File: src/rtl/core/oai_pkg.sv
// ----------------------------------------------------------------------------
// Ordered array package
// Shared widths, action and status codes, and the controller/datapath link.
// ----------------------------------------------------------------------------
package oai_pkg;

    // Field widths of the request and response words
    localparam int WORD_W    = 64;
    localparam int POS_W     = 5;
    localparam int ACT_W     = 3;
    localparam int CNT_OUT_W = 5;
    localparam int STAT_W    = 2;

    // Default capacity of the array
    localparam int DEPTH_DEF = 16;

    // Action codes
    localparam logic [ACT_W-1:0] ACT_PUSH     = 3'd0;
    localparam logic [ACT_W-1:0] ACT_POP_BACK = 3'd1;
    localparam logic [ACT_W-1:0] ACT_POP_HEAD = 3'd2;
    localparam logic [ACT_W-1:0] ACT_INSERT   = 3'd3;
    localparam logic [ACT_W-1:0] ACT_REMOVE   = 3'd4;
    localparam logic [ACT_W-1:0] ACT_READ     = 3'd5;
    localparam logic [ACT_W-1:0] ACT_WRITE    = 3'd6;

    // Status codes
    localparam logic [STAT_W-1:0] ST_OK    = 2'd0;
    localparam logic [STAT_W-1:0] ST_EMPTY = 2'd1;
    localparam logic [STAT_W-1:0] ST_RANGE = 2'd2;
    localparam logic [STAT_W-1:0] ST_FULL  = 2'd3;

    // Kind of work an accepted word needs
    typedef enum logic [1:0] {
        K_NONE,     // error or unused action: answer only
        K_UP,       // read sweep toward the back, close a gap
        K_DOWN,     // read sweep toward the front, open a gap, then put
        K_PUT       // single write
    } t_kind;

    // Element count change applied when the answer is issued
    typedef enum logic [1:0] {
        CNT_HOLD,
        CNT_INC,
        CNT_DEC
    } t_cnt_op;

    // Commands from the controller to the datapath
    typedef struct packed {
        logic load;
        logic up_step;
        logic dn_step;
        logic put;
        logic out_load;
    } t_dp_cmd;

    // Status from the datapath to the controller
    typedef struct packed {
        t_kind new_kind;
        logic  up_done;
        logic  dn_done;
        logic  out_free;
    } t_dp_stat;

endpackage

File: src/rtl/core/oai_if.sv
// ----------------------------------------------------------------------------
// Ordered array channels
// Valid/ready channels for request words and response words.
// ----------------------------------------------------------------------------
interface oai_req_if
    import oai_pkg::*;
    ();
    logic                     valid;
    logic                     ready;
    logic [ACT_W-1:0]         action;
    logic [POS_W-1:0]         position;
    logic signed [WORD_W-1:0] word_in;

    modport source (output valid, output action, output position, output word_in,
                    input ready);
    modport sink   (input valid, input action, input position, input word_in,
                    output ready);
endinterface

interface oai_rsp_if
    import oai_pkg::*;
    ();
    logic                     valid;
    logic                     ready;
    logic signed [WORD_W-1:0] word_out;
    logic [CNT_OUT_W-1:0]     count;
    logic [STAT_W-1:0]        status;

    modport source (output valid, output word_out, output count, output status,
                    input ready);
    modport sink   (input valid, input word_out, input count, input status,
                    output ready);
endinterface

File: src/rtl/core/ordered_array_insert_remove.sv
// One word is in flight at a time; the single RAM read/write port pair moves
// one element a cycle. Reset empties the array at once; the RAM itself needs
// no clearing pass.
// ----------------------------------------------------------------------------
// Ordered array with insert and remove
// Fixed-capacity ordered array of signed 64-bit words with seven actions.
// ----------------------------------------------------------------------------
module ordered_array_insert_remove
    import oai_pkg::*;
#(
    parameter int DEPTH = DEPTH_DEF
) (
    input  logic  i_clk,
    input  logic  i_rst_n,
    oai_req_if.sink   i_req,
    oai_rsp_if.source o_rsp
);

    localparam int AW = $clog2(DEPTH);

    t_dp_cmd  cmd;
    t_dp_stat stat;

    logic              ram_wr_en;
    logic [AW-1:0]     ram_wr_addr;
    logic [WORD_W-1:0] ram_wr_data;
    logic              ram_rd_en;
    logic [AW-1:0]     ram_rd_addr;
    logic [WORD_W-1:0] ram_rd_data;

    // Sequencer
    oai_ctrl u_ctrl (
        .i_clk       (i_clk),
        .i_rst_n     (i_rst_n),
        .i_req_valid (i_req.valid),
        .o_req_ready (i_req.ready),
        .i_stat      (stat),
        .o_cmd       (cmd)
    );

    // Pointers, decode and answer
    oai_dp #(
        .DEPTH (DEPTH)
    ) u_dp (
        .i_clk         (i_clk),
        .i_rst_n       (i_rst_n),
        .i_cmd         (cmd),
        .o_stat        (stat),
        .i_action      (i_req.action),
        .i_position    (i_req.position),
        .i_word_in     (i_req.word_in),
        .o_ram_wr_en   (ram_wr_en),
        .o_ram_wr_addr (ram_wr_addr),
        .o_ram_wr_data (ram_wr_data),
        .o_ram_rd_en   (ram_rd_en),
        .o_ram_rd_addr (ram_rd_addr),
        .i_ram_rd_data (ram_rd_data),
        .o_rsp_valid   (o_rsp.valid),
        .i_rsp_ready   (o_rsp.ready),
        .o_word_out    (o_rsp.word_out),
        .o_count       (o_rsp.count),
        .o_status      (o_rsp.status)
    );

    // Element store
    oai_ram #(
        .WIDTH (WORD_W),
        .DEPTH (DEPTH)
    ) u_ram (
        .i_clk     (i_clk),
        .i_wr_en   (ram_wr_en),
        .i_wr_addr (ram_wr_addr),
        .i_wr_data (ram_wr_data),
        .i_rd_en   (ram_rd_en),
        .i_rd_addr (ram_rd_addr),
        .o_rd_data (ram_rd_data)
    );

endmodule

File: src/rtl/core/oai_ram.sv
// ----------------------------------------------------------------------------
// Ordered array RAM
// Simple dual-port RAM, one write and one registered read per cycle.
// ----------------------------------------------------------------------------
module oai_ram #(
    parameter int WIDTH = 64,
    parameter int DEPTH = 16
) (
    input  logic                     i_clk,
    input  logic                     i_wr_en,
    input  logic [$clog2(DEPTH)-1:0] i_wr_addr,
    input  logic [WIDTH-1:0]         i_wr_data,
    input  logic                     i_rd_en,
    input  logic [$clog2(DEPTH)-1:0] i_rd_addr,
    output logic [WIDTH-1:0]         o_rd_data
);

    logic [WIDTH-1:0] r_mem [DEPTH];
    logic [WIDTH-1:0] r_rd_data;

    // Write port
    always_ff @(posedge i_clk) begin
        if (i_wr_en) begin
            r_mem[i_wr_addr] <= i_wr_data;
        end
    end

    // Registered read port
    always_ff @(posedge i_clk) begin
        if (i_rd_en) begin
            r_rd_data <= r_mem[i_rd_addr];
        end
    end

    assign o_rd_data = r_rd_data;

endmodule

File: src/rtl/core/oai_ctrl.sv
// ----------------------------------------------------------------------------
// Ordered array controller
// Sequences accept, element sweeps, the final write and the answer.
// ----------------------------------------------------------------------------
module oai_ctrl
    import oai_pkg::*;
(
    input  logic     i_clk,
    input  logic     i_rst_n,
    input  logic     i_req_valid,
    output logic     o_req_ready,
    input  t_dp_stat i_stat,
    output t_dp_cmd  o_cmd
);

    typedef enum logic [2:0] {
        S_IDLE,
        S_SWEEP_UP,
        S_SWEEP_DN,
        S_PUT,
        S_FINISH
    } t_state;

    t_state r_state;
    t_state n_state;

    // Next state and commands
    always_comb begin
        n_state = r_state;
        o_cmd   = '0;
        unique case (r_state)
            S_IDLE: begin
                if (i_req_valid) begin
                    o_cmd.load = 1'b1;
                    unique case (i_stat.new_kind)
                        K_UP:    n_state = S_SWEEP_UP;
                        K_DOWN:  n_state = S_SWEEP_DN;
                        K_PUT:   n_state = S_PUT;
                        default: n_state = S_FINISH;
                    endcase
                end
            end
            S_SWEEP_UP: begin
                o_cmd.up_step = 1'b1;
                if (i_stat.up_done) begin
                    n_state = S_FINISH;
                end
            end
            S_SWEEP_DN: begin
                o_cmd.dn_step = 1'b1;
                if (i_stat.dn_done) begin
                    n_state = S_PUT;
                end
            end
            S_PUT: begin
                o_cmd.put = 1'b1;
                n_state   = S_FINISH;
            end
            S_FINISH: begin
                if (i_stat.out_free) begin
                    o_cmd.out_load = 1'b1;
                    n_state        = S_IDLE;
                end
            end
            default: n_state = S_IDLE;
        endcase
    end

    // Hold state
    always_ff @(posedge i_clk) begin
        if (!i_rst_n) begin
            r_state <= S_IDLE;
        end else begin
            r_state <= n_state;
        end
    end

    assign o_req_ready = (r_state == S_IDLE);

endmodule

File: src/rtl/core/oai_dp.sv
// ----------------------------------------------------------------------------
// Ordered array datapath
// Decodes a request, walks element pointers over the RAM, holds the answer.
// ----------------------------------------------------------------------------
module oai_dp
    import oai_pkg::*;
#(
    parameter int DEPTH = DEPTH_DEF
) (
    input  logic                     i_clk,
    input  logic                     i_rst_n,
    input  t_dp_cmd                  i_cmd,
    output t_dp_stat                 o_stat,
    input  logic [ACT_W-1:0]         i_action,
    input  logic [POS_W-1:0]         i_position,
    input  logic signed [WORD_W-1:0] i_word_in,
    output logic                     o_ram_wr_en,
    output logic [$clog2(DEPTH)-1:0] o_ram_wr_addr,
    output logic [WORD_W-1:0]        o_ram_wr_data,
    output logic                     o_ram_rd_en,
    output logic [$clog2(DEPTH)-1:0] o_ram_rd_addr,
    input  logic [WORD_W-1:0]        i_ram_rd_data,
    output logic                     o_rsp_valid,
    input  logic                     i_rsp_ready,
    output logic signed [WORD_W-1:0] o_word_out,
    output logic [CNT_OUT_W-1:0]     o_count,
    output logic [STAT_W-1:0]        o_status
);

    localparam int AW = $clog2(DEPTH);
    localparam int CW = $clog2(DEPTH + 1);
    localparam int PW = (CW > POS_W) ? CW : POS_W;

    // Control registers
    logic [CW-1:0]     r_count,   n_count;
    logic [CW-1:0]     r_rd_ptr,  n_rd_ptr;
    logic [CW-1:0]     r_lim,     n_lim;
    logic [CW-1:0]     r_wr_ptr,  n_wr_ptr;
    logic [AW-1:0]     r_pipe_addr, n_pipe_addr;
    logic              r_pipe_vld, n_pipe_vld;
    logic              r_first,   n_first;
    logic              r_capture, n_capture;
    t_cnt_op           r_cnt_op,  n_cnt_op;
    logic [STAT_W-1:0] r_status,  n_status;
    logic              r_out_vld, n_out_vld;

    // Payload registers
    logic [WORD_W-1:0]    r_word,       n_word;
    logic [WORD_W-1:0]    r_result,     n_result;
    logic [WORD_W-1:0]    r_out_word,   n_out_word;
    logic [CNT_OUT_W-1:0] r_out_count,  n_out_count;
    logic [STAT_W-1:0]    r_out_status, n_out_status;

    // Request decode
    logic [PW-1:0]     pos_x;
    logic [PW-1:0]     cnt_x;
    logic [CW-1:0]     pos_c;
    logic              is_full;
    logic              is_empty;
    logic [STAT_W-1:0] l_status;
    t_kind             l_kind;
    logic [CW-1:0]     l_start;
    logic [CW-1:0]     l_lim;
    logic [CW-1:0]     l_wr;
    logic              l_capture;
    t_cnt_op           l_cnt_op;

    // Sweep and count helpers
    logic          up_issue;
    logic          dn_issue;
    logic [CW-1:0] rd_dec;
    logic [CW-1:0] cnt_new;
    logic [PW-1:0] cnt_new_x;

    assign pos_x    = PW'(i_position);
    assign cnt_x    = PW'(r_count);
    assign pos_c    = pos_x[CW-1:0];
    assign is_full  = (r_count == CW'(DEPTH));
    assign is_empty = (r_count == '0);

    // Classify the request against the current element count
    always_comb begin
        l_status  = ST_OK;
        l_kind    = K_NONE;
        l_start   = '0;
        l_lim     = '0;
        l_wr      = '0;
        l_capture = 1'b0;
        l_cnt_op  = CNT_HOLD;
        unique case (i_action)
            ACT_PUSH: begin
                if (is_full) begin
                    l_status = ST_FULL;
                end else begin
                    l_kind   = K_PUT;
                    l_wr     = r_count;
                    l_cnt_op = CNT_INC;
                end
            end
            ACT_POP_BACK: begin
                if (is_empty) begin
                    l_status = ST_EMPTY;
                end else begin
                    l_kind    = K_UP;
                    l_start   = r_count - 1'b1;
                    l_lim     = r_count;
                    l_wr      = r_count - 1'b1;
                    l_capture = 1'b1;
                    l_cnt_op  = CNT_DEC;
                end
            end
            ACT_POP_HEAD: begin
                if (is_empty) begin
                    l_status = ST_EMPTY;
                end else begin
                    l_kind    = K_UP;
                    l_lim     = r_count;
                    l_capture = 1'b1;
                    l_cnt_op  = CNT_DEC;
                end
            end
            ACT_INSERT: begin
                if (pos_x > cnt_x) begin
                    l_status = ST_RANGE;
                end else if (is_full) begin
                    l_status = ST_FULL;
                end else begin
                    l_kind   = K_DOWN;
                    l_start  = r_count;
                    l_lim    = pos_c;
                    l_wr     = pos_c;
                    l_cnt_op = CNT_INC;
                end
            end
            ACT_REMOVE: begin
                if (pos_x >= cnt_x) begin
                    l_status = ST_RANGE;
                end else begin
                    l_kind   = K_UP;
                    l_start  = pos_c;
                    l_lim    = r_count;
                    l_wr     = pos_c;
                    l_cnt_op = CNT_DEC;
                end
            end
            ACT_READ: begin
                if (pos_x >= cnt_x) begin
                    l_status = ST_RANGE;
                end else begin
                    l_kind    = K_UP;
                    l_start   = pos_c;
                    l_lim     = pos_c + 1'b1;
                    l_wr      = pos_c;
                    l_capture = 1'b1;
                end
            end
            ACT_WRITE: begin
                if (pos_x >= cnt_x) begin
                    l_status = ST_RANGE;
                end else begin
                    l_kind = K_PUT;
                    l_wr   = pos_c;
                end
            end
            default: begin
                l_status = ST_OK;
            end
        endcase
    end

    assign up_issue = (r_rd_ptr < r_lim);
    assign dn_issue = (r_rd_ptr > r_lim);
    assign rd_dec   = r_rd_ptr - 1'b1;

    // Drive RAM ports: one read and one write per cycle
    always_comb begin
        o_ram_rd_en   = 1'b0;
        o_ram_rd_addr = r_rd_ptr[AW-1:0];
        o_ram_wr_en   = 1'b0;
        o_ram_wr_addr = r_wr_ptr[AW-1:0];
        o_ram_wr_data = i_ram_rd_data;
        if (i_cmd.up_step) begin
            o_ram_rd_en = up_issue;
            o_ram_wr_en = r_pipe_vld && !r_first;
        end
        if (i_cmd.dn_step) begin
            o_ram_rd_en   = dn_issue;
            o_ram_rd_addr = rd_dec[AW-1:0];
            o_ram_wr_en   = r_pipe_vld;
            o_ram_wr_addr = r_pipe_addr;
        end
        if (i_cmd.put) begin
            o_ram_wr_en   = 1'b1;
            o_ram_wr_data = r_word;
        end
    end

    // New element count for the answer
    always_comb begin
        unique case (r_cnt_op)
            CNT_INC: cnt_new = r_count + 1'b1;
            CNT_DEC: cnt_new = r_count - 1'b1;
            default: cnt_new = r_count;
        endcase
    end

    assign cnt_new_x = PW'(cnt_new);

    // Next values of pointers, result and answer
    always_comb begin
        n_count      = r_count;
        n_rd_ptr     = r_rd_ptr;
        n_lim        = r_lim;
        n_wr_ptr     = r_wr_ptr;
        n_pipe_addr  = r_pipe_addr;
        n_pipe_vld   = r_pipe_vld;
        n_first      = r_first;
        n_capture    = r_capture;
        n_cnt_op     = r_cnt_op;
        n_status     = r_status;
        n_out_vld    = r_out_vld;
        n_word       = r_word;
        n_result     = r_result;
        n_out_word   = r_out_word;
        n_out_count  = r_out_count;
        n_out_status = r_out_status;

        // Latch an accepted request
        if (i_cmd.load) begin
            n_rd_ptr   = l_start;
            n_lim      = l_lim;
            n_wr_ptr   = l_wr;
            n_pipe_vld = 1'b0;
            n_first    = 1'b1;
            n_capture  = l_capture;
            n_cnt_op   = l_cnt_op;
            n_status   = l_status;
            n_word     = i_word_in;
            n_result   = '0;
        end

        // Sweep toward the back: first word is the one taken out
        if (i_cmd.up_step) begin
            if (up_issue) begin
                n_rd_ptr = r_rd_ptr + 1'b1;
            end
            n_pipe_vld = up_issue;
            if (r_pipe_vld) begin
                if (r_first) begin
                    n_first = 1'b0;
                    if (r_capture) begin
                        n_result = i_ram_rd_data;
                    end
                end else begin
                    n_wr_ptr = r_wr_ptr + 1'b1;
                end
            end
        end

        // Sweep toward the front: each word lands one slot higher
        if (i_cmd.dn_step) begin
            if (dn_issue) begin
                n_rd_ptr    = rd_dec;
                n_pipe_addr = r_rd_ptr[AW-1:0];
            end
            n_pipe_vld = dn_issue;
        end

        // Issue the answer, drop it once taken
        if (i_cmd.out_load) begin
            n_count      = cnt_new;
            n_out_vld    = 1'b1;
            n_out_word   = r_result;
            n_out_count  = cnt_new_x[CNT_OUT_W-1:0];
            n_out_status = r_status;
        end else if (i_rsp_ready) begin
            n_out_vld = 1'b0;
        end
    end

    // Control registers
    always_ff @(posedge i_clk) begin
        if (!i_rst_n) begin
            r_count    <= '0;
            r_rd_ptr   <= '0;
            r_lim      <= '0;
            r_wr_ptr   <= '0;
            r_pipe_vld <= 1'b0;
            r_first    <= 1'b0;
            r_capture  <= 1'b0;
            r_cnt_op   <= CNT_HOLD;
            r_status   <= ST_OK;
            r_out_vld  <= 1'b0;
        end else begin
            r_count    <= n_count;
            r_rd_ptr   <= n_rd_ptr;
            r_lim      <= n_lim;
            r_wr_ptr   <= n_wr_ptr;
            r_pipe_vld <= n_pipe_vld;
            r_first    <= n_first;
            r_capture  <= n_capture;
            r_cnt_op   <= n_cnt_op;
            r_status   <= n_status;
            r_out_vld  <= n_out_vld;
        end
    end

    // Payload registers
    always_ff @(posedge i_clk) begin
        r_pipe_addr  <= n_pipe_addr;
        r_word       <= n_word;
        r_result     <= n_result;
        r_out_word   <= n_out_word;
        r_out_count  <= n_out_count;
        r_out_status <= n_out_status;
    end

    assign o_stat.new_kind = l_kind;
    assign o_stat.up_done  = !up_issue && !r_pipe_vld;
    assign o_stat.dn_done  = !dn_issue && !r_pipe_vld;
    assign o_stat.out_free = !r_out_vld || i_rsp_ready;

    assign o_rsp_valid = r_out_vld;
    assign o_word_out  = r_out_word;
    assign o_count     = r_out_count;
    assign o_status    = r_out_status;

endmodule

File: src/flat_wrapper.sv
// flat-port wrapper written by rule: the top's interface ports become plain ports
module ordered_array_insert_remove_flat import oai_pkg::*;
#(
    parameter int DEPTH = DEPTH_DEF
)
  (i_clk, i_rst_n, i_req_valid, i_req_action, i_req_position, i_req_word_in, i_req_ready, o_rsp_valid, o_rsp_word_out, o_rsp_count, o_rsp_status, o_rsp_ready);
  oai_req_if i_req_i ();
  oai_rsp_if o_rsp_i ();
  input  logic i_clk;
  input  logic i_rst_n;
  input wire logic [$bits(i_req_i.valid)-1:0] i_req_valid;
  input wire logic [$bits(i_req_i.action)-1:0] i_req_action;
  input wire logic [$bits(i_req_i.position)-1:0] i_req_position;
  input wire logic [$bits(i_req_i.word_in)-1:0] i_req_word_in;
  output wire logic [$bits(i_req_i.ready)-1:0] i_req_ready;
  output wire logic [$bits(o_rsp_i.valid)-1:0] o_rsp_valid;
  output wire logic [$bits(o_rsp_i.word_out)-1:0] o_rsp_word_out;
  output wire logic [$bits(o_rsp_i.count)-1:0] o_rsp_count;
  output wire logic [$bits(o_rsp_i.status)-1:0] o_rsp_status;
  input wire logic [$bits(o_rsp_i.ready)-1:0] o_rsp_ready;
  assign i_req_i.valid = i_req_valid;
  assign i_req_i.action = i_req_action;
  assign i_req_i.position = i_req_position;
  assign i_req_i.word_in = i_req_word_in;
  assign i_req_ready = i_req_i.ready;
  assign o_rsp_valid = o_rsp_i.valid;
  assign o_rsp_word_out = o_rsp_i.word_out;
  assign o_rsp_count = o_rsp_i.count;
  assign o_rsp_status = o_rsp_i.status;
  assign o_rsp_i.ready = o_rsp_ready;
  ordered_array_insert_remove #(.DEPTH(DEPTH)) u_core (.i_clk(i_clk), .i_rst_n(i_rst_n), .i_req(i_req_i), .o_rsp(o_rsp_i));
endmodule
File: config.mk
export PLATFORM = sky130hd
export DESIGN_NAME = ordered_array_insert_remove_flat
export DESIGN_NICKNAME = d
export VERILOG_FILES = /design/src/rtl/core/oai_pkg.sv /design/src/rtl/core/oai_if.sv /design/src/rtl/core/ordered_array_insert_remove.sv /design/src/rtl/core/oai_ram.sv /design/src/rtl/core/oai_ctrl.sv /design/src/rtl/core/oai_dp.sv /design/src/flat_wrapper.sv
export SDC_FILE = /design/constraint.sdc
export NUM_CORES = 2
export LEC_CHECK = 0
export BUFFER_PORTS_ARGS = -buffer_cell sky130_fd_sc_hd__buf_4
export CORE_MARGIN = 2
export CORE_UTILIZATION = 66
export DETAILED_ROUTE_END_ITERATION = 16
export PLACE_DENSITY = 0.91
export SLEW_MARGIN = 20
export SYNTH_ARGS = -nofsm -noshare
export SYNTH_HDL_FRONTEND = slang
export SYNTH_HIERARCHICAL = 1
export SYNTH_SLANG_ARGS = --single-unit
File: constraint.sdc
create_clock -name i_clk -period 11.1 [get_ports i_clk]
set_input_delay 1.665 -clock i_clk [delete_from_list [all_inputs] [get_ports i_clk]]
set_output_delay 1.665 -clock i_clk [all_outputs]
set_load 0.01 [all_outputs]
Word level (Yosys, flattened, before mapping)
Memories as Yosys holds them, arrays and structs flattened. A register that Yosys moved wholly into a read port is not among the register bits.
Index checks and enable logic that the tools add are counted.
{ "totals": {"word_cells": 146, "mem_bits_rw": 1024, "out_inout_bits": 73, "memories": 1, "inputBits": 76, "rom_bits": 0, "latch_bits": 0, "regBits": 234} }
{ "memory_table": {"columns": ["name", "words", "width", "read_ports", "rd_ports_with_merged_regs", "write_ports", "line_no", "source"], "rows": [
  ["u_core.u_ram.r_mem", 16, 64, 1, 1, 1, "oai_ram.sv:18", "logic [WIDTH-1:0] r_mem [DEPTH];"]
]} }
{ "classes": {"order_cmp": 4, "n_shift": 0, "eq_ne": 20, "muxes": 79, "n_mul": 0, "n_div": 0, "addsub": 6, "n_reduce_logical": 19, "n_bitwise": 0} }
{ "op_table": {"columns": ["op", "count"], "rows": [
  ["64-bit 2-to-1 mux", 6],
  ["5-bit 2-to-1 mux", 18],
  ["5-bit one-hot mux with 4 select lines", 2],
  ["1-bit 2-to-1 mux", 30],
  ["5-bit by 1-bit adder with 5-bit output (second input constant)", 4],
  ["2-bit 2-to-1 mux", 9],
  ["2-bit one-hot mux with 4 select lines", 2],
  ["3-bit one-hot mux with 5 select lines", 1],
  ["5-bit one-hot mux with 3 select lines", 1],
  ["3-bit by 2-bit equality test with 1-bit output (second input constant)", 4],
  ["3-bit equality test (second input constant)", 4],
  ["3-bit 2-to-1 mux", 4],
  ["5-bit greater-than comparator", 2],
  ["2-bit one-hot mux with 5 select lines", 1],
  ["5-bit one-hot mux with 2 select lines", 1],
  ["5-bit by 1-bit subtractor with 5-bit output (second input constant)", 2],
  ["3-bit one-hot mux with 3 select lines", 1],
  ["4-bit 2-to-1 mux", 2],
  ["2-bit equality test (second input constant)", 3],
  ["3-bit by 1-bit equality test with 1-bit output (second input constant)", 2],
  ["3-bit zero test", 2],
  ["2-bit by 1-bit inequality test with 1-bit output (second input constant)", 3],
  ["5-bit equality test (second input constant)", 1],
  ["5-bit >= comparator", 1],
  ["14 further kinds", 22]
]} }

Longest topological paths before layout
{ "depth": {"depth_word": 9, "mapped_depth": 11, "depth_no_buf": 10} }

Hierarchy
The synthesis kept the hierarchy.
{ "modules_own_cells": {"columns": ["mod", "area_per_inst_um2", "n_inst", "cells_each", "seq_area_each_um2"], "rows": [
  ["oai_ram", 40222.3, 1, 1647, 32671.3],
  ["oai_dp", 9793.1, 1, 852, 5995.8],
  ["oai_ctrl", 246.5, 1, 31, 60.1]
]} }

Worst setup path after synthesis
Ideal clock, no wire load.
{ "synth_timing": {"path_kind": "input-to-reg", "startpoint": "in o_rsp_ready", "endpoint": "reg u_core.u_dp.r_count[1] (netlist: u_core/u_dp/cnt_x[1])", "required_time_ps": 10971, "slack_ps": 3563, "stages": 6, "setup_ps": 129, "t_arrival_ps": 7408, "path_buffers": 1, "path_cell_list": "nand2b_1 > nand2_1 > nor3_1 > clkbuf_1 > mux2i_1 > nor2_1"} }
{ "synth_rtl": {"columns": ["element", "line_no", "source"], "rows": [
  ["start, declared", "flat_wrapper.sv:20", "input wire logic [$bits(o_rsp_i.ready)-1:0] o_rsp_ready;"],
  ["end signal, assigned", "oai_dp.sv:295", "r_count <= n_count;"],
  ["end, declared", "oai_dp.sv:35", "logic [CW-1:0] r_count, n_count;"]
]} }

==> run_results.csv <==
group,metric,value,unit
die,chipWidth,280,microns
place,portBuffers,148,
logic_synthesis,synth-edff-count,1227,
cells_and_area,synthToLayoutAreaGrowth,12.1,%
setup_path,worstSetupPathType,"reg2reg",
logic_synthesis,async_flop_share,0,%
clocking,cts_max_level,3,
logic_synthesis,avgSynthCellArea,19.9,sq um
logic_synthesis,synth_area_leader_cell,"edfxtp_1",
power_and_ir_drop,p_sw,2.99,mW
cells_and_area,drive_gt1_share,26.2,%
route,drtIter0Drc,5192,
clocking,clock_latency,0.71,ns
die,pin_count,149,
route,vias,28300,
power_and_ir_drop,ir_drop,0.144,mV
setup_path,worst-endpoint-arrival,5.47,ns
grt,grt_pass1_vias,28700,
min_path,hold_class,"reg2reg",
logic_synthesis,syn_nets,2624,
grt,grt_antenna_before_repair,1,
grt,grt_max_degree,119,
route,drc_errors,0,
grt,track_usage,35.7,%
setup_path,r2r-start,"u_core/u_ctrl/r_state[1]$_SDFFE_PN0P_",
route,first_pass_iters,7,
clocking,cts_buffer_depth,3,
setup_path,required,11.53,ns
route,final_antenna_net_count,0,
place,placedCellCount,3563,
setup_path,reg2reg_setup_slack,6.06,ns
power_and_ir_drop,power_frac_comb,15.0,%
timing,worstMarginPinSlew,1.21,ns
setup_path,reg2regPathDepth,7,
logic_synthesis,synth_area,50300,sq um
route,routed_wl,138000,microns
power_and_ir_drop,seqPwrFrac,49.9,%
cells_and_area,fillers,3681,
timing,finalCritPeriodShare,45.4,%
logic_synthesis,ys_seq_elements,1321,
timing,rsz0062_at_grt,"no",
power_and_ir_drop,power_density,206,nW/um^2
cells_and_area,multi_input_area,10900,sq um
route,post_drt_wl_per_cell,36.5,microns
timing,timing.fmax,0.199,GHz
cells_and_area,regArea,38700,sq um
clocking,cts_tree,"done",
timing,relSlewSlack,19.1,%
timing,setup_tns,0,ns
logic_synthesis,ys_types,77,
clocking,postCtsSetupRepairBufs,0,
cells_and_area,final_nets,2802,
setup_path,path_max_fanout,42,
logic_synthesis,synth-seq-area-share,77.1,%
logic_synthesis,synthFlopType,"edfxtp_1",
timing,hold_viol_final,0,
route,vias_per_cell,7.47,
logic_synthesis,yosys_warnings,6,
logic_synthesis,synth.top_cells.by_area,"edfxtp_1 73%, mux4_2 12%, dfxtp_1 3.7%",
power_and_ir_drop,p_sw_share,25.8,%
timing,skew,0.0236,ns
clocking,cts_sinks,1321,
outcome,outcome,"finished, final reports clean",
setup_path,r2r-end,"u_core/u_ram/o_rd_data[46]$_DFFE_PP_",
setup_path,cp-end-kind,"flip-flop",
timing,drv_slew,0,
cells_and_area,layout.cells.non_filler,3791,
power_and_ir_drop,leakage,17.7,nW
grt,grt_pass1_wl,198000,microns
grt,grt_overflow,0,
logic_synthesis,netlist_instances,2530,
cells_and_area,antenna_cells,0,
power_and_ir_drop,pwr-share-clk,35.1,%
die,start_util,66.4,%
min_path,hold_start,"u_core/u_dp/r_result[2]$_DFF_P_",
job,cap_violations,0,
clocking,cts_resized,0,
die,die_height,280,microns
min_path,hold_path_end,"u_core/u_dp/o_word_out[2]$_DFFE_PP_",
die,die_area,78400,sq um
clocking,cts-root-buf,"clkbuf_16",
die,row_count,101,
timing,finalSetupViolations,0,
power_and_ir_drop,internal_power,8.60,mW
setup_path,crit_path_start,"u_core/u_ctrl/r_state[1]$_SDFFE_PN0P_",
place,post-dp-hpwl,66100,microns
die,coreArea,75700,sq um
setup_path,worst_setup_path_start_kind,"flip-flop",
min_path,whs_path_depth,0,
place,routabilityCongestion,0.895,
clocking,cts.reportedPaths.clkPinSlew,0.06,ns
clocking,cts-buffers-inserted,119,
clocking,hold_buffers,0,
logic_synthesis,yosys.area.top_type_share,73.3,%
timing,min_period,5.04,ns
kinds of logic after synthesis:
kind of cell	Yosys count	share of synthesized area, %
AOI/OAI and AO/OA	325	4.43
xor gates and xnor gates	8	0.139
adders and majority gates	18	0.448
buffers and inverters	169	1.61
DFF	1321	77.1
muxes	332	13.2
and+or+nand+nor	357	3.15
metrics by stage:
step	instance area, sq um	utilization (%)	hold slack, ns	total power, mW	setup WS (ns)
global placement	52500	69.3	0.414	7.39	6.21
CTS	56300	74.3	0.428	11.6	5.71
global route	56300	74.4	0.433	11.8	5.68
detailed placement	52500	69.3	0.414	7.50	5.83
finish	56300	74.4	0.429	11.6	6.06
floorplan	50300	-	0.408	7.02	3.56
cell usage after synthesis (7+ instances only):
master / n
nand2b_1: 11
nor2b_1: 7
buf_1: 20
a22oi_1: 132
dfxtp_1: 94
clkbuf_1: 72
a21oi_1: 22
inv_1: 29
mux4_2: 257
nand3_1: 12
a211oi_1: 8
buf_4: 7
nor3_1: 10
nor2_1: 47
edfxtp_1: 1227
mux2i_1: 7
mux2_2: 68
ha_1: 18
o21ai_0: 87
nand2_1: 229
buf_6: 15
buf_2: 25
area by class of cell:
| class | instances | area share (%) |
|---|---|---|
| flip-flops and latches | 1321 | 68.7 |
| multi-input cells | 1040 | 19.4 |
| repair buffers | 196 | 2.71 |
| well taps | 978 | 2.17 |
| clock inverters | 54 | 0.813 |
| inverters | 30 | 0.211 |
| clock buffers | 172 | 5.94 |
power groups by stage:
| stage | clock network (mW) | logic [mW] | registers (mW) |
|---|---|---|---|
| 6_report | 4.06 | 1.74 | 5.79 |
| 5_1_grt | 4.24 | 1.82 | 5.79 |
| 4_1_cts | 4.07 | 1.70 | 5.78 |
| 3_5_place_dp | 0 | 1.63 | 5.88 |
| 3_3_place_gp | 0 | 1.52 | 5.87 |
| 2_1_floorplan | 0 | 1.15 | 5.87 |
placed cells by master (no fill, tap or decap), types with 28 or more instances in the layout:
cell / Yosys / layout
clkbuf_16: 0 / 120
nor2_1: 47 / 34
clkbuf_1: 72 / 37
mux2_2: 68 / 68
mux4_2: 257 / 257
nand2_1: 229 / 229
edfxtp_1: 1227 / 1227
dfxtp_1: 94 / 94
inv_1: 29 / 28
buf_4: 7 / 193
a22oi_1: 132 / 132
o21ai_0: 87 / 86
worst max-delay path by stage:
| stage | endpoint | slack (ns) | cells past startpoint |
|---|---|---|---|
| 3_5_place_dp | u_core/u_ram/o_rd_data[46]$_DFFE_PP_ | 5.83 | 7 |
| 3_3_place_gp | u_core/u_ram/o_rd_data[40]$_DFFE_PP_ | 6.21 | 7 |
| 5_1_grt | u_core/u_ram/o_rd_data[40]$_DFFE_PP_ | 5.68 | 7 |
| 4_1_cts | u_core/u_ram/o_rd_data[46]$_DFFE_PP_ | 5.71 | 7 |
| 2_1_floorplan | u_core/u_dp/cnt_x[1]$_SDFFE_PN0P_ | 3.56 | 6 |
| 6_report | u_core/u_ram/o_rd_data[46]$_DFFE_PP_ | 6.06 | 7 |
metal layers:
layer / wire length (microns) / part of all wire, % / vias to the layer above / track usage (%)
met2: 68900 / 50 / 2962 / 58.5
met1: 44200 / 32 / 14100 / 45.3
li1: - / - / 10700 / -
met3: 16600 / 12 / 583 / 6.77
met4: 8520 / 6.2 / 2 / 20.7
met5: 33 / 0.024 / - / 0
state kept, by name (all words and copies together) (netlist names):
register	flops
u_core/u_dp/r_wr_ptr	4
u_core/u_ram/o_rd_data	64
u_core/u_dp/r_first	1
u_core/u_dp/r_rd_ptr	5
u_core/u_dp/r_word	64
u_core/u_dp/r_result	64
u_core/u_ram/r_mem	1024
u_core/u_ctrl/r_state	3
u_core/u_dp/r_lim	5
u_core/u_dp/o_status	2
u_core/u_dp/o_count	5
u_core/u_dp/o_word_out	64
u_core/u_dp/r_capture	1
u_core/u_dp/r_pipe_addr	4
u_core/u_dp/o_rsp_valid	1
u_core/u_dp/r_pipe_vld	1
u_core/u_dp/r_status	2
u_core/u_dp/cnt_x	5
u_core/u_dp/r_cnt_op	2
worst max-delay path, stage by stage (launching register included):
cell and delay [ns]:
dfxtp_1 0.58, nor3b_4 0.82, xor2_4 0.85, buf_4 0.68
buf_4 0.80, mux4_2 0.65, a22oi_1 0.27, nand2_1 0.10
Note: power is estimated with default switching activity, not from simulation.
